--- config.mk ---
export PLATFORM = sky130hd
export DESIGN_NAME = dol_ctrl
export DESIGN_NICKNAME = d
export VERILOG_FILES = /design/src/rtl/dol_pkg.sv /design/src/rtl/dol_ctrl.sv
export SDC_FILE = /design/constraint.sdc
export NUM_CORES = 1
export LEC_CHECK = 0
export CAP_MARGIN = 20
export CORE_AREA = 2 2 39 41
export CTS_CLUSTER_SIZE = 40
export DETAILED_ROUTE_END_ITERATION = 8
export DIE_AREA = 0 0 41 43
export DONT_BUFFER_PORTS = 1
export GPL_ROUTABILITY_DRIVEN = 0
export PLACE_DENSITY = 0.3
export REMOVE_ABC_BUFFERS = 1
export SETUP_SLACK_MARGIN = 0.05
export SLEW_MARGIN = 0
export SYNTH_ARGS = -nofsm -noshare
export SYNTH_HDL_FRONTEND = slang
export SYNTH_SLANG_ARGS = --single-unit
export TNS_END_PERCENT = 30
--- constraint.sdc ---
create_clock -name clk_i -period 1.5 [get_ports clk_i]
set_clock_uncertainty 0.2 [all_clocks]
set_input_delay 0.3 -clock clk_i [delete_from_list [all_inputs] [get_ports clk_i]]
set_output_delay 0.3 -clock clk_i [all_outputs]
set_load 0.005 [all_outputs]
--- src/rtl/dol_pkg.sv ---
// ----------------------------------------------------------------------------
// dol_pkg
// Shared types and constants for the depth order list: operation codes,
// controller states and the controller-to-datapath command bundle.
// ----------------------------------------------------------------------------
package dol_pkg;

  // default build size and fixed field widths
  localparam int DefMaxItems = 256;
  localparam int IdW         = 8;
  localparam int SizeW       = 9;
  localparam int OpW         = 3;

  // operation codes
  localparam logic [OpW-1:0] OpBack    = 3'd0;
  localparam logic [OpW-1:0] OpFront   = 3'd1;
  localparam logic [OpW-1:0] OpToFront = 3'd2;
  localparam logic [OpW-1:0] OpToBack  = 3'd3;
  localparam logic [OpW-1:0] OpQuery   = 3'd4;

  // controller states
  typedef enum logic [1:0] {
    StIdle,
    StLookup,
    StUpdate
  } state_e;

  // commands from controller to datapath
  typedef struct packed {
    logic load;
    logic lookup;
    logic update;
    logic cfg_write;
  } dp_cmd_t;

endpackage

--- src/rtl/dol_ctrl.sv ---
// ----------------------------------------------------------------------------
// dol_ctrl
// Sequencer for the depth order list: takes a request, runs the lookup and
// update steps and owns the handshakes on both streams and the config port.
// ----------------------------------------------------------------------------
module dol_ctrl import dol_pkg::*; (
  input  logic    clk_i,
  input  logic    rst_ni,
  input  logic    in_valid_i,
  output logic    in_ready_o,
  output logic    out_valid_o,
  input  logic    out_ready_i,
  input  logic    cfg_valid_i,
  output logic    cfg_ready_o,
  output dp_cmd_t cmd_o
);

  state_e state_q, state_d;
  logic   out_valid_q, out_valid_d;

  // state and result-valid registers
  always_ff @(posedge clk_i or negedge rst_ni) begin
    if (!rst_ni) begin
      state_q     <= StIdle;
      out_valid_q <= 1'b0;
    end else begin
      state_q     <= state_d;
      out_valid_q <= out_valid_d;
    end
  end

  // next state and commands
  always_comb begin
    state_d     = state_q;
    out_valid_d = out_valid_q;
    in_ready_o  = 1'b0;
    cfg_ready_o = 1'b0;
    cmd_o       = '0;

    // result taken downstream
    if (out_valid_q && out_ready_i) begin
      out_valid_d = 1'b0;
    end

    case (state_q)
      StIdle: begin
        in_ready_o  = 1'b1;
        cfg_ready_o = 1'b1;
        cmd_o.cfg_write = cfg_valid_i;
        if (in_valid_i) begin
          cmd_o.load = 1'b1;
          state_d    = StLookup;
        end
      end
      StLookup: begin
        // search repeats harmlessly while the output slot is still full
        cmd_o.lookup = 1'b1;
        if (!out_valid_q || out_ready_i) begin
          state_d = StUpdate;
        end
      end
      StUpdate: begin
        cmd_o.update = 1'b1;
        out_valid_d  = 1'b1;
        state_d      = StIdle;
      end
      default: begin
        state_d = StIdle;
      end
    endcase
  end

  assign out_valid_o = out_valid_q;

endmodule

Word-level counts from Yosys, hierarchy flattened
Cells that the tools add are included.

operators by class
  equality and inequality tests = 4
  multiplexer cells = 11
  reduce and logical (&&, ||, !) cells = 6

operators by type and width
  cell                                                  number
  two-way mux 1 bit                                     8
  two-way mux 2 bit                                     2
  inequality test 2 bit (second input constant)         2
  one-hot mux 2 bit (2 select lines)                    1
  equality test 2 x 1 -> 1 bit (second input constant)  1
  equality test 2 bit (second input constant)           1
  zero test 2 bit                                       1
  AND reduction 2 bit                                   1
  nonzero test 2 bit                                    1
  logical AND 1 bit                                     1
  zero test 1 bit                                       1
  logical OR 1 bit                                      1

storage, ports and cells
  flip-flop bits (word level) = 3
  bits of input ports = 5
  output and inout bits = 7
  word-level logic and storage cells = 23

Depth between registers and ports, before layout
  depth after elaboration = 4
  gate-level depth with buffers = 2
  depth with buffers taken out = 2

Worst setup path after synthesis
Ideal clock, no wire load.

  path type = register -> output
  from = register state_q[1]
  to = output port cmd_o[0] (netlist bit)
  data arrival time = 799 ps
  data required time = 1000 ps
  path slack = 201 ps
  cell stages (with the launch flop) = 3
  path buffers = 0
  cells stage by stage = dfrtp_1 nor2_1 and2_2

RTL lines
  what                      RTL line        source
  start: declaration        dol_ctrl.sv:18  state_e state_q, state_d;
  start signal: assignment  dol_ctrl.sv:24  state_q <= StIdle;
  start signal: assignment  dol_ctrl.sv:27  state_q <= state_d;
  end: declaration          dol_ctrl.sv:15  output dp_cmd_t cmd_o

==> metrics.md <==
| Metric | Value |
|---|---|
| Number of buffers and inverters on the critical path | `0` |
| Post-synth design cell area | `163.9 µm²` |
| Highest ir drop seen on vdd | `0.3951 mV` |
| Die Height | `approximately 43 µm` |
| Worst Setup SP | `state_q[0]` |
| WL met1 | `117 µm` |
| Diode count | `0` |
| Fraction of final layout cells with drive strength greater than 1 | `52.38%` |
| Internal power of the cells | `0.3509 mW` |
| Number of enable flip-flop cells after synthesis | `0` |
| Routed WL per cell | `slightly below 9 µm` |
| Total power per unit cell area | `approximately 2200 nW/µm²` |
| Endpoint of the worst setup timing path | `cmd_o[3]` |
| Share of Yosys cell area claimed by the top area cell type | `45.80%` |
| Minimum period implied by the final worst setup slack | `~1.4 ns` |
| Overall track demand over capacity in global routing | `approximately 4.7%` |
| Main combinational cell family by area after synthesis | `simple AND/OR/NAND/NOR gates` |
| Top FF cell, synth | `sky130_fd_sc_hd__dfrtp_1` |
| I/O pin count | `12` |
| Number of storage elements in the synthesis netlist | `3` |
| Logic depth of the worst register-to-register path | `3` |
| Buffer levels on the longest clock path | `2` |
| Final cell count without fillers | `37` |
| Setup-violating endpoint count in the final report | `0` |
| Residual DRC count | `0` |
| Sequential cell area fraction in the yosys report | `45.80%` |
| WL final | `323 µm` |
| Critical setup path kind | `reg2out` |
| Launching point of the worst reg2reg path | `state_q[0]` |
| Global route overflow | `0` |
| Core area | `1384 µm²` |
| Distinct cells, synth | `10` |
| Highest clock frequency the design can meet | `about 700 MHz` |
| Footprint of the multi-input gates | `80.08 µm²` |
| P_sw | `0.1683 mW` |
| Detail Route met2 WL | `112 µm` |
| R2r setup slk | `0.26 ns` |
| Hold WC Path Type | `in2reg` |
| Stage delay of the slowest cell on the critical path | `0.40 ns` |
| Highest-delay cell along the critical path | `sky130_fd_sc_hd__dfrtp_1` |
| Fraction of the mapped netlist area in compound gates | `roughly 6.1%` |
| Most area-consuming cells after synthesis | `sky130_fd_sc_hd__dfrtp_1 46%, sky130_fd_sc_hd__and2_2 9.2%, sky130_fd_sc_hd__buf_4 9.2%, sky130_fd_sc_hd__nor2b_4 8.4%, sky130_fd_sc_hd__nand2b_1 7.6%` |
| Worst relative slew slack | `between 90 and 100%` |
| Count of endpoints failing hold in the final timing report | `0` |
| Largest fanout on the critical path | `4` |
| Starting Density | `11.84%` |
| CTS HTree Levels | `1` |
| Largest net degree at the start of global routing | `5` |
| Max Cap Violations | `0` |
| Area share of xor/xnor cells in the synthesized design | `0%` |
| Vias in the first global route | `around 130` |
| Buffers added on ports | `0` |
| Wire length of the first global-routing pass | `~450 µm` |
| Critical register-to-register path endpoint | `state_q[0]` |
| Number of rows in the core area | `14` |
| Highest metal layer with signal wires | `met4` |
| Antenna violations before repair | `0` |
| Fraction of synthesized area in multiplexers | `0%` |
| Layout net count | `27` |
| Most common cell in the synthesized netlist | `sky130_fd_sc_hd__dfrtp_1` |
| TritonCTS clock tree | `yes` |
| Sinks on Clock Net | `3` |
| Cells after Synth | `15` |
| Required arrival time at the worst endpoint | `1.00 ns` |
| TritonRoute pass-1 iters | `2` |
| Count of pins over their slew limit | `0` |
| Fraction of synthesis flops using an asynchronous set or reset pin | `100.0%` |
| Tot Pwr | `0.5193 mW` |
| Synth warn | `0` |
| Number of routed nets with antenna violations | `0` |
| Dpl cells | `30` |
| Initial DRC count | `1` |
| Area share of fa/ha/maj cells after synthesis | `0%` |
| Library cell used as clock root buffer | `sky130_fd_sc_hd__clkbuf_4` |
| Clock group share of total power | `between 20% and 30%` |
| Setup repair after global routing missed its margin | `true` |
| Fin util | `17.18%` |
| Top post-synthesis cells by count | `3 x sky130_fd_sc_hd__dfrtp_1, 2 x sky130_fd_sc_hd__and2_2, 2 x sky130_fd_sc_hd__buf_4, 2 x sky130_fd_sc_hd__nand2b_1` |
| Power share of the sequential group | `slightly below 30%` |
| Category of the worst setup path launch point | `flip-flop` |
| Outcome | `finished, final reports clean` |
| Clock insertion delay at the later pin of the skew report | `~0.23 ns` |
| Mean instance size in the synthesized netlist | `~11 µm²` |
| Arrival time worst endpoint | `0.92 ns` |
| Horizontal extent of the die | `41 µm` |
| Die Footprint | `around 1800 µm²` |
| Element type at the critical path end | `output port` |
| Fraction of power consumed by combinational cells | `43.3%` |
| Sum of negative setup slack | `0 ns` |
| Cell taking the most area after synthesis | `sky130_fd_sc_hd__dfrtp_1` |
| Total number of vias | `124` |
| Family with the most delay on the worst path | `flip-flops` |
| Wire length on met3 | `70 µm` |
| Switching share of power | `between 30% and 40%` |
| Register area | `75.07 µm²` |
| Via count normalized by instance count | `3.351` |
| Period utilisation layout | `94.88%` |
| Actual transition at the worst max-transition pin | `0.1411 ns` |
| Number of buffers inserted during clock tree synthesis | `3` |
| Number of filler cells placed in the layout | `158` |
| Leakage Power | `0.1136 nW` |
| Layout Area Growth over Synthesis | `45.04%` |
| Number of gates on the worst path with buffers counted | `2` |
| Simple-gate share of the synthesized area | `36.64%` |
| Cell-by-cell listing of the critical path | `nor2_4, and2_4` |
| Clock slew at the register clock pins of the worst setup and hold paths | `0.03 ns` |
[cells by family after synthesis]
logic type | after synthesis
and+or+nand+nor | 8
AOI/OAI and AO/OA | 1
buffers and inverters | 3
DFF | 3
[flip-flops by register name, indices dropped and copies added (netlist names)]
| name | flops |
|---|---|
| state_q | 2 |
| out_valid_o | 1 |
[layout make-up]
type	instances	share of cell area [%]
Multi-Input combinational cell	9	33.68
Inverter	1	1.579
Timing Repair Buffer	4	13.68
Tap cell	16	8.421
Sequential cell	3	31.58
Clock buffer	4	11.05
[cells in the final DEF, fill, tap and decap left out, drive strengths merged]
master / count
dfrtp: 3
nand2b: 2
buf: 3
and2: 3
and2b: 1
a32o: 1
nor2b: 1
clkbuf: 4
nor2: 1
inv: 1
dlygate4sd3: 1
[worst min-delay path by stage]
stage,start,end,slack (ns),cells after the start
3_3_place_gp,rst_ni,state_q[0],-0.20,0
4_1_cts,in_valid_i,state_q[0],0.01,1
3_5_place_dp,rst_ni,out_valid_o,-0.20,0
6_report,in_valid_i,state_q[0],0.02,1
5_1_grt,in_valid_i,state_q[0],0.02,1
2_1_floorplan,rst_ni,out_valid_o,-0.20,0
[per-layer routing]
metal	GRT usage (%)	vias to the layer above
li1	-	56
met1	4.235	50
met2	5.000	14
met3	3.141	4
met4	8.000	0
met5	0	-
[per-stage QoR]
step | setup slack [ns] | hold WS (ns) | instance area (µm²)
2_1_floorplan | 0.1608 | -0.1956 | 148.9
3_3_place_gp | 0.2316 | -0.1955 | 176.4
3_5_place_dp | 0.2180 | -0.1955 | 176.4
4_1_cts | 0.03999 | 0.01491 | 222.7
5_1_grt | 0.03211 | 0.01976 | 237.7
6_report | 0.07683 | 0.02366 | 237.7
[what timing repair did]
action                                  in CTS  in global routing
hold buffers                                 1                  0
cloned                                       0                  0
endpoints found under the setup margin       4                  4
pin swaps                                    1                  2
setup buffers                                1                  1
resized for setup                            1                  3
endpoints found under the hold margin        3                  0
[power groups by stage]
stage | Sequential, mW | Combinational, mW | Clock [mW]
global placement | 0.149 | 0.161 | 0
detailed placement | 0.150 | 0.161 | 0
CTS | 0.147 | 0.191 | 0.149
floorplan | 0.143 | 0.116 | 0
global route | 0.160 | 0.258 | 0.155
finish | 0.154 | 0.225 | 0.141
Note: power is estimated with default switching activity, not from simulation.
